File: src/hw/rtl/pgs_pkg.sv
// Package with the shared types and constants of the prime gap search unit.
`timescale 1ns / 1ps
package pgs_pkg;

	localparam logic [31:0] LIMIT_AT_RESET = 32'd1000000000;
	localparam int GAP_BITS = 10;
	localparam logic [GAP_BITS-1:0] GAP_CEILING = '1;

	typedef enum logic [3:0] {
		ST_IDLE,
		ST_WIDTH,
		ST_BOUNDS,
		ST_NEXT,
		ST_SQUARE,
		ST_CHECK,
		ST_DIVIDE,
		ST_RECORD,
		ST_DONE
	} pgs_state_t;

	typedef struct packed {
		logic start_width;
		logic set_bounds;
		logic next_candidate;
		logic square;
		logic start_divide;
		logic next_divisor;
		logic record_prime;
		logic load_result;
	} pgs_cmd_t;

	typedef struct packed {
		logic width_done;
		logic walk_done;
		logic square_above;
		logic below_two;
		logic divide_done;
		logic divides;
	} pgs_status_t;

endpackage

File: src/hw/rtl/pgs_divider.sv
// Restoring divider that produces one quotient bit a cycle.
`timescale 1ns / 1ps
module pgs_divider import pgs_pkg::*; #(
	parameter int WIDTH = 32
) (
	input  logic             clk,
	input  logic             arst_n,
	input  logic             start,
	input  logic [WIDTH-1:0] dividend,
	input  logic [WIDTH-1:0] divisor,
	output logic             done,
	output logic [WIDTH-1:0] quotient,
	output logic [WIDTH-1:0] remainder
);
	localparam int CW = $clog2(WIDTH + 1);

	logic [WIDTH-1:0] quot_q;
	logic [WIDTH-1:0] rem_q;
	logic [WIDTH-1:0] div_q;
	logic [CW-1:0]    count_q;
	logic             busy_q;
	logic             done_q;
	logic [WIDTH:0]   trial;

	assign trial = {rem_q, quot_q[WIDTH-1]} - {1'b0, div_q};

	// Done is raised in the cycle after the last step, when quotient and
	// remainder are final.
	always_ff @(posedge clk or negedge arst_n) begin
		if (!arst_n) begin
			busy_q  <= 1'b0;
			count_q <= '0;
			done_q  <= 1'b0;
		end else begin
			done_q <= busy_q && !start && (count_q == CW'(1));
			if (start) begin
				busy_q  <= 1'b1;
				count_q <= CW'(WIDTH);
			end else if (busy_q) begin
				count_q <= count_q - 1'b1;
				if (count_q == CW'(1)) begin
					busy_q <= 1'b0;
				end
			end
		end
	end

	always_ff @(posedge clk) begin
		if (start) begin
			quot_q <= dividend;
			rem_q  <= '0;
			div_q  <= divisor;
		end else if (busy_q) begin
			if (!trial[WIDTH]) begin
				rem_q  <= trial[WIDTH-1:0];
				quot_q <= {quot_q[WIDTH-2:0], 1'b1};
			end else begin
				rem_q  <= {rem_q[WIDTH-2:0], quot_q[WIDTH-1]};
				quot_q <= {quot_q[WIDTH-2:0], 1'b0};
			end
		end
	end

	assign done      = done_q;
	assign quotient  = quot_q;
	assign remainder = rem_q;
endmodule

File: src/hw/rtl/pgs_datapath.sv
// Datapath: slice bounds, candidate walk, trial division and gap tracking.
`timescale 1ns / 1ps
module pgs_datapath import pgs_pkg::*; #(
	parameter int WIDTH = 32
) (
	input  logic             clk,
	input  logic             arst_n,
	input  pgs_cmd_t         cmd,
	output pgs_status_t      status,
	input  logic [31:0]      limit,
	input  logic [5:0]       rank,
	input  logic [6:0]       count,
	output logic [31:0]      res_first,
	output logic [31:0]      res_last,
	output logic [31:0]      res_gap_low,
	output logic [31:0]      res_gap_high,
	output logic [GAP_BITS-1:0] res_gap,
	output logic             res_none
);
	logic [WIDTH-1:0] limit_w;
	logic [WIDTH-1:0] width_q;
	logic [WIDTH-1:0] lo_q, hi_q;
	logic [WIDTH-1:0] cand_q, div_q;
	logic [WIDTH-1:0] first_q, prev_q, best_low_q, best_high_q, best_raw_q;
	logic [1:0]       found_q;
	logic [2*WIDTH-1:0] sq_s1;
	logic [WIDTH-1:0] dvd, dvs, quo, rem;
	logic             dv_start, dv_done;
	logic [WIDTH+6:0] lo_full, hi_full;
	logic [WIDTH-1:0] gap;

	if (WIDTH >= 32) begin : g_wide
		assign limit_w = WIDTH'(limit);
	end else begin : g_narrow
		assign limit_w = limit[WIDTH-1:0];
	end

	assign dv_start = cmd.start_width || cmd.start_divide;
	assign dvd = cmd.start_width ? limit_w : cand_q;
	assign dvs = cmd.start_width ? WIDTH'(count) : div_q;

	pgs_divider #(.WIDTH(WIDTH)) u_div (
		.clk(clk), .arst_n(arst_n), .start(dv_start), .dividend(dvd), .divisor(dvs),
		.done(dv_done), .quotient(quo), .remainder(rem)
	);

	assign lo_full = (WIDTH+7)'(width_q) * (WIDTH+7)'(rank - 6'd1);
	assign hi_full = (WIDTH+7)'(width_q) * (WIDTH+7)'(rank);
	assign gap = cand_q - prev_q;

	always_ff @(posedge clk) begin
		if (cmd.start_width) begin
			found_q    <= '0;
			best_raw_q <= '0;
			first_q    <= '0;
			prev_q     <= '0;
			best_low_q <= '0;
			best_high_q<= '0;
			width_q    <= '0;
		end
		if (cmd.set_bounds) begin
			lo_q   <= (lo_full > (WIDTH+7)'(limit_w)) ? limit_w : lo_full[WIDTH-1:0];
			hi_q   <= (hi_full > (WIDTH+7)'(limit_w)) ? limit_w : hi_full[WIDTH-1:0];
			cand_q <= (lo_full > (WIDTH+7)'(limit_w)) ? limit_w : lo_full[WIDTH-1:0];
		end
		if (status.width_done && !cmd.set_bounds && !cmd.start_width) begin
			width_q <= quo;
		end
		if (cmd.next_candidate) begin
			cand_q <= cand_q + 1'b1;
			div_q  <= WIDTH'(2);
		end
		if (cmd.square) begin
			sq_s1 <= div_q * div_q;
		end
		if (cmd.next_divisor) begin
			div_q <= div_q + 1'b1;
		end
		if (cmd.record_prime) begin
			if (found_q == 2'd0) begin
				first_q <= cand_q;
			end else if (gap > best_raw_q) begin
				best_raw_q  <= gap;
				best_low_q  <= prev_q;
				best_high_q <= cand_q;
			end
			prev_q <= cand_q;
			if (found_q != 2'd2) begin
				found_q <= found_q + 1'b1;
			end
		end
		if (cmd.load_result) begin
			res_first    <= 32'(first_q);
			res_last     <= 32'(prev_q);
			res_none     <= (found_q != 2'd2);
			res_gap_low  <= (found_q == 2'd2) ? 32'(best_low_q) : '0;
			res_gap_high <= (found_q == 2'd2) ? 32'(best_high_q) : '0;
			res_gap      <= (found_q != 2'd2) ? '0 :
				(best_raw_q > WIDTH'(GAP_CEILING)) ? GAP_CEILING : best_raw_q[GAP_BITS-1:0];
		end
	end

	// Width done is the divider finishing during the width phase; the controller qualifies it.
	assign status.width_done   = dv_done;
	assign status.divide_done  = dv_done;
	assign status.divides      = (rem == '0);
	assign status.walk_done    = (cand_q + 1'b1 >= hi_q) || (cand_q + 1'b1 == '0);
	assign status.square_above = sq_s1 > (2*WIDTH)'(cand_q);
	assign status.below_two    = cand_q < WIDTH'(2);
endmodule

File: src/hw/rtl/pgs_controller.sv
// Controller state machine sequencing one slice search.
`timescale 1ns / 1ps
module pgs_controller import pgs_pkg::*; (
	input  logic        clk,
	input  logic        arst_n,
	input  logic        job_valid,
	output logic        job_stall,
	input  logic        empty_job,
	input  logic        out_full,
	output logic        out_load,
	input  pgs_status_t status,
	output pgs_cmd_t    cmd
);
	pgs_state_t state_q, state_d;

	always_ff @(posedge clk or negedge arst_n) begin
		if (!arst_n) begin
			state_q <= ST_IDLE;
		end else begin
			state_q <= state_d;
		end
	end

	always_comb begin
		state_d = state_q;
		unique case (state_q)
			ST_IDLE:   if (job_valid) state_d = ST_WIDTH;
			ST_WIDTH:  if (empty_job || status.width_done) state_d = ST_BOUNDS;
			ST_BOUNDS: state_d = ST_NEXT;
			ST_NEXT:   state_d = status.walk_done ? ST_DONE : ST_SQUARE;
			ST_SQUARE: state_d = ST_CHECK;
			ST_CHECK: begin
				priority if (status.below_two) state_d = ST_NEXT;
				else if (status.square_above) state_d = ST_RECORD;
				else state_d = ST_DIVIDE;
			end
			ST_DIVIDE: if (status.divide_done) state_d = status.divides ? ST_NEXT : ST_SQUARE;
			ST_RECORD: state_d = ST_NEXT;
			ST_DONE:   if (!out_full) state_d = ST_IDLE;
			default:   state_d = ST_IDLE;
		endcase
	end

	always_comb begin
		cmd = '0;
		job_stall = 1'b1;
		out_load = 1'b0;
		unique case (state_q)
			ST_IDLE: begin
				job_stall = 1'b0;
				cmd.start_width = job_valid;
			end
			ST_WIDTH:  cmd.set_bounds = empty_job;
			ST_BOUNDS: cmd.set_bounds = 1'b1;
			ST_NEXT:   cmd.next_candidate = !status.walk_done;
			ST_SQUARE: cmd.square = 1'b1;
			ST_CHECK:  cmd.start_divide = !status.below_two && !status.square_above;
			ST_DIVIDE: cmd.next_divisor = status.divide_done && !status.divides;
			ST_RECORD: cmd.record_prime = 1'b1;
			ST_DONE: begin
				cmd.load_result = !out_full;
				out_load = !out_full;
			end
			default: ;
		endcase
	end
endmodule

File: src/hw/rtl/prime_gap_search_unit.sv
// Top level of the prime gap search unit.
`timescale 1ns / 1ps
// Usage: a job transfer on the input channel (valid, stall) carries slice_rank and
// slice_count. The unit splits [0, search_limit) into slice_count slices, walks
// every number strictly inside the chosen slice and decides primality by trial
// division with a shared bit-serial divider, divisors i while i*i <= n.
// One result transfer follows each job on the output channel (valid, stall):
// first and last prime, the widest gap between neighbouring primes with its
// bounding primes, and a flag for fewer than two primes.
// The slice width comes first from one division; then each candidate n is
// tested by trial divisors up to sqrt(n), each a full division in the one
// divider, which takes one quotient bit a cycle. One job is in flight at a
// time; the next job is taken once the result sits in the output register, so
// a stalled receiver holds the result steady and the next job may already run.
// The user must write search_limit over its own channel only while idle; the
// block itself does not enforce it. Reset sets search_limit to 1000000000 and
// empties the output register.
module prime_gap_search_unit import pgs_pkg::*; #(
	parameter int NUMBER_WIDTH = 32
) (
	input  logic        clk,
	input  logic        arst_n,
	input  logic        in_valid,
	output logic        in_stall,
	input  logic [5:0]  slice_rank,
	input  logic [6:0]  slice_count,
	input  logic        cfg_valid,
	output logic        cfg_ready,
	input  logic [31:0] cfg_data,
	output logic        out_valid,
	input  logic        out_stall,
	output logic [31:0] first_prime,
	output logic [31:0] last_prime,
	output logic [31:0] gap_low_prime,
	output logic [31:0] gap_high_prime,
	output logic [GAP_BITS-1:0] gap_size,
	output logic        none_found
);
	logic [31:0] limit_q;
	logic [5:0]  rank_q;
	logic [6:0]  count_q;
	logic        out_valid_q;
	logic        out_load;
	logic        empty_job;
	pgs_cmd_t    cmd;
	pgs_status_t status;

	assign cfg_ready = 1'b1;

	always_ff @(posedge clk or negedge arst_n) begin
		if (!arst_n) begin
			limit_q <= LIMIT_AT_RESET;
		end else if (cfg_valid && cfg_ready) begin
			limit_q <= cfg_data;
		end
	end

	// Job fields are captured on the transfer and held for the whole walk.
	always_ff @(posedge clk) begin
		if (cmd.start_width) begin
			rank_q  <= slice_rank;
			count_q <= slice_count;
		end
	end

	// An empty rank or count yields an empty slice; the bounds are set while the width is still zero.
	assign empty_job = (rank_q == '0) || (count_q == '0);

	always_ff @(posedge clk or negedge arst_n) begin
		if (!arst_n) begin
			out_valid_q <= 1'b0;
		end else if (out_load) begin
			out_valid_q <= 1'b1;
		end else if (!out_stall) begin
			out_valid_q <= 1'b0;
		end
	end
	assign out_valid = out_valid_q;

	pgs_controller u_ctrl (
		.clk(clk), .arst_n(arst_n), .job_valid(in_valid), .job_stall(in_stall),
		.empty_job(empty_job), .out_full(out_valid_q && out_stall), .out_load(out_load),
		.status(status), .cmd(cmd)
	);

	// The width division starts on the job transfer itself, so the divisor is
	// taken straight from the input port rather than from the captured copy.
	pgs_datapath #(.WIDTH(NUMBER_WIDTH)) u_dp (
		.clk(clk), .arst_n(arst_n), .cmd(cmd), .status(status),
		.limit(limit_q), .rank(rank_q), .count(slice_count),
		.res_first(first_prime), .res_last(last_prime),
		.res_gap_low(gap_low_prime), .res_gap_high(gap_high_prime),
		.res_gap(gap_size), .res_none(none_found)
	);

	// A result is only loaded when the output register is free.
	assert property (@(posedge clk) disable iff (!arst_n) out_load |-> !(out_valid && out_stall))
		else $error("result loaded over a stalled result");
	// A job transfer only happens while no other job is in flight.
	assert property (@(posedge clk) disable iff (!arst_n) (in_valid && !in_stall) |=> in_stall)
		else $error("second job taken while busy");
	// A new result appears the cycle after a load.
	assert property (@(posedge clk) disable iff (!arst_n) out_load |=> out_valid)
		else $error("result not presented after load");
endmodule
File: config.mk
export PLATFORM = sky130hd
export DESIGN_NAME = prime_gap_search_unit
export DESIGN_NICKNAME = d
export VERILOG_FILES = /design/src/hw/rtl/pgs_pkg.sv /design/src/hw/rtl/pgs_divider.sv /design/src/hw/rtl/pgs_datapath.sv /design/src/hw/rtl/pgs_controller.sv /design/src/hw/rtl/prime_gap_search_unit.sv
export SDC_FILE = /design/constraint.sdc
export NUM_CORES = 2
export LEC_CHECK = 0
export BUFFER_PORTS_ARGS = -buffer_cell sky130_fd_sc_hd__buf_4
export CELL_PAD_IN_SITES_DETAIL_PLACEMENT = 2
export CELL_PAD_IN_SITES_GLOBAL_PLACEMENT = 2
export CORE_ASPECT_RATIO = 1.4
export CORE_MARGIN = 5
export CORE_UTILIZATION = 43
export DETAILED_ROUTE_END_ITERATION = 6
export GPL_ROUTABILITY_DRIVEN = 0
export GPL_TIMING_DRIVEN = 0
export PLACE_DENSITY = 0.81
export SETUP_SLACK_MARGIN = 0.4
export SYNTH_ARGS = -nofsm -noshare
export SYNTH_HDL_FRONTEND = slang
export SYNTH_SLANG_ARGS = --single-unit
File: constraint.sdc
create_clock -name clk -period 12.6 [get_ports clk]
set_clock_uncertainty 0.1 [all_clocks]
set_input_delay 2.52 -clock clk [delete_from_list [all_inputs] [get_ports clk]]
set_output_delay 2.52 -clock clk [all_outputs]
set_load 0.1 [all_outputs]
======== After elaboration in Yosys (flattened, before gate mapping) ========
Index checks and enable logic that the tools add are counted.
cells by class
  add/subtract/negate cells ............... 7
  $mul .................................... 3
  order comparisons ....................... 7
  eq/ne operators ......................... 16
  multiplexer cells ....................... 59
  reduce and logical (&&, ||, !) cells .... 32
operators with widths
  cell                                                  count
  2-to-1 mux 32 bit                                     28
  adder 32 x 1 -> 32 bit, second input constant         2
  > comparator 64 x 32 -> 1 bit                         1
  logical NOT 32 bit                                    2
  multiplier 32 x 32 -> 64 bit                          1
  > comparator 39 x 32 -> 1 bit                         1
  multiplier 32 x 39 -> 39 bit                          1
  > comparator 38 x 32 -> 1 bit                         1
  multiplier 32 x 6 -> 38 bit                           1
  subtractor 33 x 32 -> 33 bit                          1
  greater-or-equal comparator 32 bit                    1
  > comparator 32 x 10 -> 1 bit, second input constant  1
  > comparator 32 bit                                   1
  < comparator 32 x 2 -> 1 bit, second input constant   1
  case mux 4 bit (8 select lines)                       1
  subtractor 32 bit                                     1
  2-to-1 mux 4 bit                                      6
  equality test 4 x 3 -> 1 bit, second input constant   4
  2-to-1 mux 1 bit                                      15
  2-to-1 mux 6 bit                                      2
  2-to-1 mux 10 bit                                     1
  nonzero test 2 bit                                    5
  equality test 4 x 2 -> 1 bit, second input constant   2
  logical NOT 1 bit                                     8
  21 further kinds                                      36
storage, ports and cells
  bits in registers ....................... 647
  input bits .............................. 50
  output and inout bits ................... 142
  logic and storage cells ................. 153

======== Longest topological paths before layout ========
  depth in word-level cells ............... 8
  mapped depth ............................ 47

======== Cells and area by module ========
From an unflattened synthesis, not the netlist that was laid out.
second synthesis, totals
  cells, all modules ...................... 7817
  area total of the unflattened synthesis .. 75722.6 sq um
modules (own cells, without submodules)
  module                 times used  cells an instance  area an instance (sq um)
  pgs_datapath           1           7102               67528.5
  pgs_divider            1           576                5997.0
  prime_gap_search_unit  1           91                 1830.5
  pgs_controller         1           48                 366.6

======== Worst setup path after synthesis ========
OpenSTA, ideal clock, no wires.
  path kind ............................... flip-flop to flip-flop
  from .................................... register rank_q[0]
  to ...................................... register u_dp.cand_q[24] (data pin)
  setup time .............................. 0.264 ns
  arrival ................................. 11.151 ns
  path slack .............................. 1.085 ns
  cell stages (with the launch flop) ...... 44
  period minus slack after synthesis ...... 11.515 ns
  path through ............................ edfxtp_1 > clkbuf_1 > inv_1 > clkbuf_1 > ha_1 > nand2_1 > nor3_1 > clkbuf_1 > and2_1 > fa_1 > inv_1 > fa_1 > fa_1 > inv_1 > fa_1 > inv_1 > fa_1 > inv_1 > (+8 left out) > nor2_1 > o21ai_0 > a2111o_1 > a31o_2 > a21oi_1 > xnor2_1 > ha_1 > a21o_1 > a21oi_1 > nand2b_1 > a21oi_1 > nand3_1 > a21o_1 > a2111oi_2 > o21ai_1 > clkbuf_1 > o21ai_0 > a31oi_1
between the ends
  longest elaborated chain between the ends .. 6
RTL lines
  what                              RTL line                     source
  start: declaration                prime_gap_search_unit.sv:40  logic [5:0] rank_q;
  start signal: assignment          prime_gap_search_unit.sv:61  rank_q <= slice_rank;
  subtractor 6 x 1 -> 7 bit (*)     pgs_datapath.sv:47           assign lo_full = (WIDTH+7)'(width_q) * (WIDTH+7)'(rank - 6'd1);
  multiplier 32 x 39 -> 39 bit (*)  pgs_datapath.sv:47
  > comparator 39 x 32 -> 1 bit     -
  2-to-1 mux 32 bit (*)             -
  2-to-1 mux 32 bit (*)             pgs_datapath.sv:61           if (cmd.set_bounds) begin
  2-to-1 mux 32 bit (*)             pgs_datapath.sv:69           if (cmd.next_candidate) begin
  end signal: assignment            pgs_datapath.sv:64           cand_q <= (lo_full > (WIDTH+7)'(limit_w)) ? limit_w : lo_full[WIDTH-1:0];
  end signal: assignment            pgs_datapath.sv:70           cand_q <= cand_q + 1'b1;
  end: declaration                  pgs_datapath.sv:23           logic [WIDTH-1:0] cand_q, div_q;
Every way passes the cells marked *; elsewhere a longest branch is shown, timed or not. The select of a mux whose other input is x is not followed.
A chain may end at the register's enable or synchronous reset.

======== Final worst setup path ========
  from .................................... register rank_q[1]
  to ...................................... register u_dp.cand_q[0] (data pin)
between the ends
  longest elaborated chain between the ends .. 6
RTL lines
  what                           RTL line
  subtractor 6 x 1 -> 7 bit      pgs_datapath.sv:47
  multiplier 32 x 39 -> 39 bit   pgs_datapath.sv:47
  > comparator 39 x 32 -> 1 bit  -
  2-to-1 mux 32 bit              -
  2-to-1 mux 32 bit              pgs_datapath.sv:61
  2-to-1 mux 32 bit              pgs_datapath.sv:69
No other way between the ends. The select of a mux whose other input is x is not followed.

==> impl_metrics.tcl <==
set metrics [dict create \
    drive_gt1_share_pct 6.454 \
    start_util_pct 43.29 \
    die_area_mm2 0.1937 \
    cts_tree "built" \
    crit_required_ns 13.07 \
    vias 63754 \
    path_class "reg -> reg" \
    regToRegSetupSlack_ns 0.58 \
    tns_ns 0 \
    grt.overflow.total 0 \
    synth_top_area_cell "fa_1" \
    clk_latency_ns 0.74 \
    cap_violations 0 \
    synth.top_cell.area_share_pct 31.78 \
    async_flop_share_pct 6.966 \
    rows 186 \
    setup_viol 0 \
    syn_avg_cell_area_um2 9.610 \
    crit_slowest_cell "fa_2" \
    synthTopCellsByCount "inv_1 (1,751), fa_1 (1,262), nand2_1 (879), ha_1 (679), edfxtp_1 (439)" \
    clk_pin_slew_ns 0.06 \
    r2r_end "u_dp.cand_q[0]" \
    synth_warnings 0 \
    grt_pass1_wl_mm 483.0 \
    antenna_found_initial 16 \
    yosysUniqueCellTypes 100 \
    fp.dieH_um 518.7 \
    n_fill_cell 19400 \
    synthFlopType "edfxtp_1" \
    dp_hpwl_mm 273.7 \
    end_kind "flop" \
    synth_area_leaders "fa_1 (32%), edfxtp_1 (17%), ha_1 (11%)" \
    crit_path_frequent_cell "buf_4" \
    worstPathArrival_ns 12.49 \
    drc 0 \
    reg2regPathDepth 41 \
    cp_max_fo 10 \
    fp.dieW_um 373.4 \
    slew_violations 0 \
    ys_seq_area_share_pct 22.10 \
    hold_viol 0 \
    tightest_slew_ns 1.418 \
    rsz0062_at_grt "false" \
    root_buffer "clkbuf_16" \
    ant_nets 0 \
    synth_area_mm2 0.07949 \
    cts_buffers 76 \
    multi_input_area_mm2 0.05425 \
    fin_crit_ns 12.02 \
    cts.htree.levels 3 \
    drt-total-wl_mm 332.9 \
    wl_per_cell_um 30.01 \
    syn2layout_area_growth_pct 10.06 \
    ys_ff_latch 646 \
    max_freq_mhz 83.20 \
    cp-start-kind "flop" \
    grt_pass1_vias 75951 \
    port_buffers 189 \
    firstDrtPassIters 5 \
    crit_path_start "rank_q[1]" \
    status "completed" \
    worst_path_largest_cell_delay_ns 0.65 \
    synthesis.nets 10263 \
    fp.coreArea_mm2 0.1836 \
    fin_crit_sh_pct 95.39 \
    fin_nets 10574 \
    clock_sinks 646 \
    clockBufferDepth 3 \
    grt_use_total_pct 33.51 \
    synth.most_common_cell "inv_1" \
    seqCellArea_mm2 0.01757 \
    hold_class "reg -> reg" \
    viasPerCell 5.747 \
    synth_edf_count 439 \
    rr_startpoint "rank_q[1]" \
    cts_hold_buf 0 \
    io_pins 192 \
    slew_headroom_pct 5.485 \
    netlist_instances 8272 \
    crit_path_end "u_dp.cand_q[0]" \
    grt_max_degree 46 \
    drt-initial-drc-count 3709 \
]
==> kinds of logic after synthesis <==
kind of cell	after synthesis	share of synthesized area (%)
fa+ha+maj	1941	42.47
mux	66	1.018
flops	646	22.10
buf+inv	2102	10.06
compound gates	1072	8.458
other cells	1	0.004717
xor+xnor	256	2.861
simple gates	2188	13.02
==> worst max-delay path, delay by kind of cell (launching register included) <==
| family | cells | cell delay (ns) |
|---|---|---|
| DFF | 1 | 0.50 |
| and+or+nand+nor | 8 | 1.34 |
| xor gates and xnor gates | 1 | 0.53 |
| buffers and inverters | 12 | 1.94 |
| adders and majority gates | 11 | 5.25 |
| AOI/OAI and AO/OA | 9 | 2.18 |
==> per-layer routing <==
metal / GRT usage (%) / wire length, µm
met4: 26.53 / 32880
met2: 62.40 / 175100
met3: 4.663 / 16150
met1: 33.16 / 108700
met5: 0 / 53
==> placed cells by master, fill, tap and decap left out, drive strengths merged, types with 13 or more instances in the layout <==
master  count
and2      414
nor2b      85
nand2     879
xor2       59
o31ai      38
a211oi     23
dfrtp      32
xnor2     196
a21o      118
o211ai     24
mux2i      31
and3       16
o21a       51
dfxtp     162
a31oi      47
nand3      87
nor3       71
nor4       45
edfxtp    439
ha        679
nand4      72
dfstp      13
nand2b     49
buf       282
o21bai     32
mux2       35
a22o       32
clkinv     24
a21oi     272
clkbuf    404
fa       1262
o21ai     325
nor2      408
or2        17
inv      1755
==> flip-flops by register name, indices dropped and copies added, names as in the netlist, 2 cells and up <==
name                  flops
count_q                   7
limit_q                  32
rank_q                    6
u_ctrl.state_q            4
u_dp.best_high_q         32
u_dp.best_low_q          32
u_dp.best_raw_q          32
u_dp.cand_q              32
u_dp.div_q               32
u_dp.first_q             32
u_dp.found_q              2
u_dp.hi_q                32
u_dp.prev_q              32
u_dp.res_first           32
u_dp.res_gap             10
u_dp.res_gap_high        32
u_dp.res_gap_low         32
u_dp.res_last            32
u_dp.sq_s1               63
u_dp.u_div.count_q        6
u_dp.u_div.div_q         32
u_dp.u_div.quotient      32
u_dp.u_div.remainder     32
u_dp.width_q             32
==> repair_timing <==
action | CTS | global route
buffers inserted | 14 | 16
pin swaps | 10 | 12
endpoints found under the setup margin | 32 | 32
gates cloned | 0 | 0
gates resized for setup | 72 | 70
hold endpoints to repair | 0 | 0
==> worst min path at each step <==
stage,cells after the start,end,slack [ns],from
finish,0,u_dp.res_first[6],0.34,u_dp.first_q[6]
global route,0,u_dp.res_first[6],0.35,u_dp.first_q[6]
CTS,0,u_dp.res_first[31],0.34,u_dp.first_q[31]
detailed placement,0,u_dp.res_first[31],0.32,u_dp.first_q[31]
global placement,0,u_dp.res_first[31],0.32,u_dp.first_q[31]
floorplan,0,u_dp.res_first[0],0.31,u_dp.first_q[0]
==> per-stage QoR <==
step / cell area, µm² / cells / hold WS (ns) / worst slack (ns) / utilization (%)
2_1_floorplan: 79490 / 8272 / 0.3091 / 1.085 / -
3_3_place_gp: 83970 / 10905 / 0.3223 / -4.638 / 45.73
3_5_place_dp: 84240 / 10919 / 0.3215 / -4.027 / 45.88
4_1_cts: 87200 / 11074 / 0.3404 / 0.4018 / 47.49
5_1_grt: 87480 / 11091 / 0.3503 / 0.3368 / 47.64
6_report: 87490 / 11094 / 0.3435 / 0.5811 / 47.65
==> final cells by class <==
| type | count | share of cell area [%] |
|---|---|---|
| repair buffers | 233 | 2.137 |
| multi-input cells | 5524 | 62.01 |
| well taps | 2444 | 3.495 |
| flip-flops and latches | 646 | 20.08 |
| diodes | 4 | 0.01144 |
| plain buffers | 342 | 1.728 |
| inverters | 1760 | 7.567 |
| clock inverters | 30 | 0.4405 |
| clock buffers | 111 | 2.534 |
Power is not shown: default switching activity piles up to over one toggle a cycle in this logic, so the estimate is an artifact.
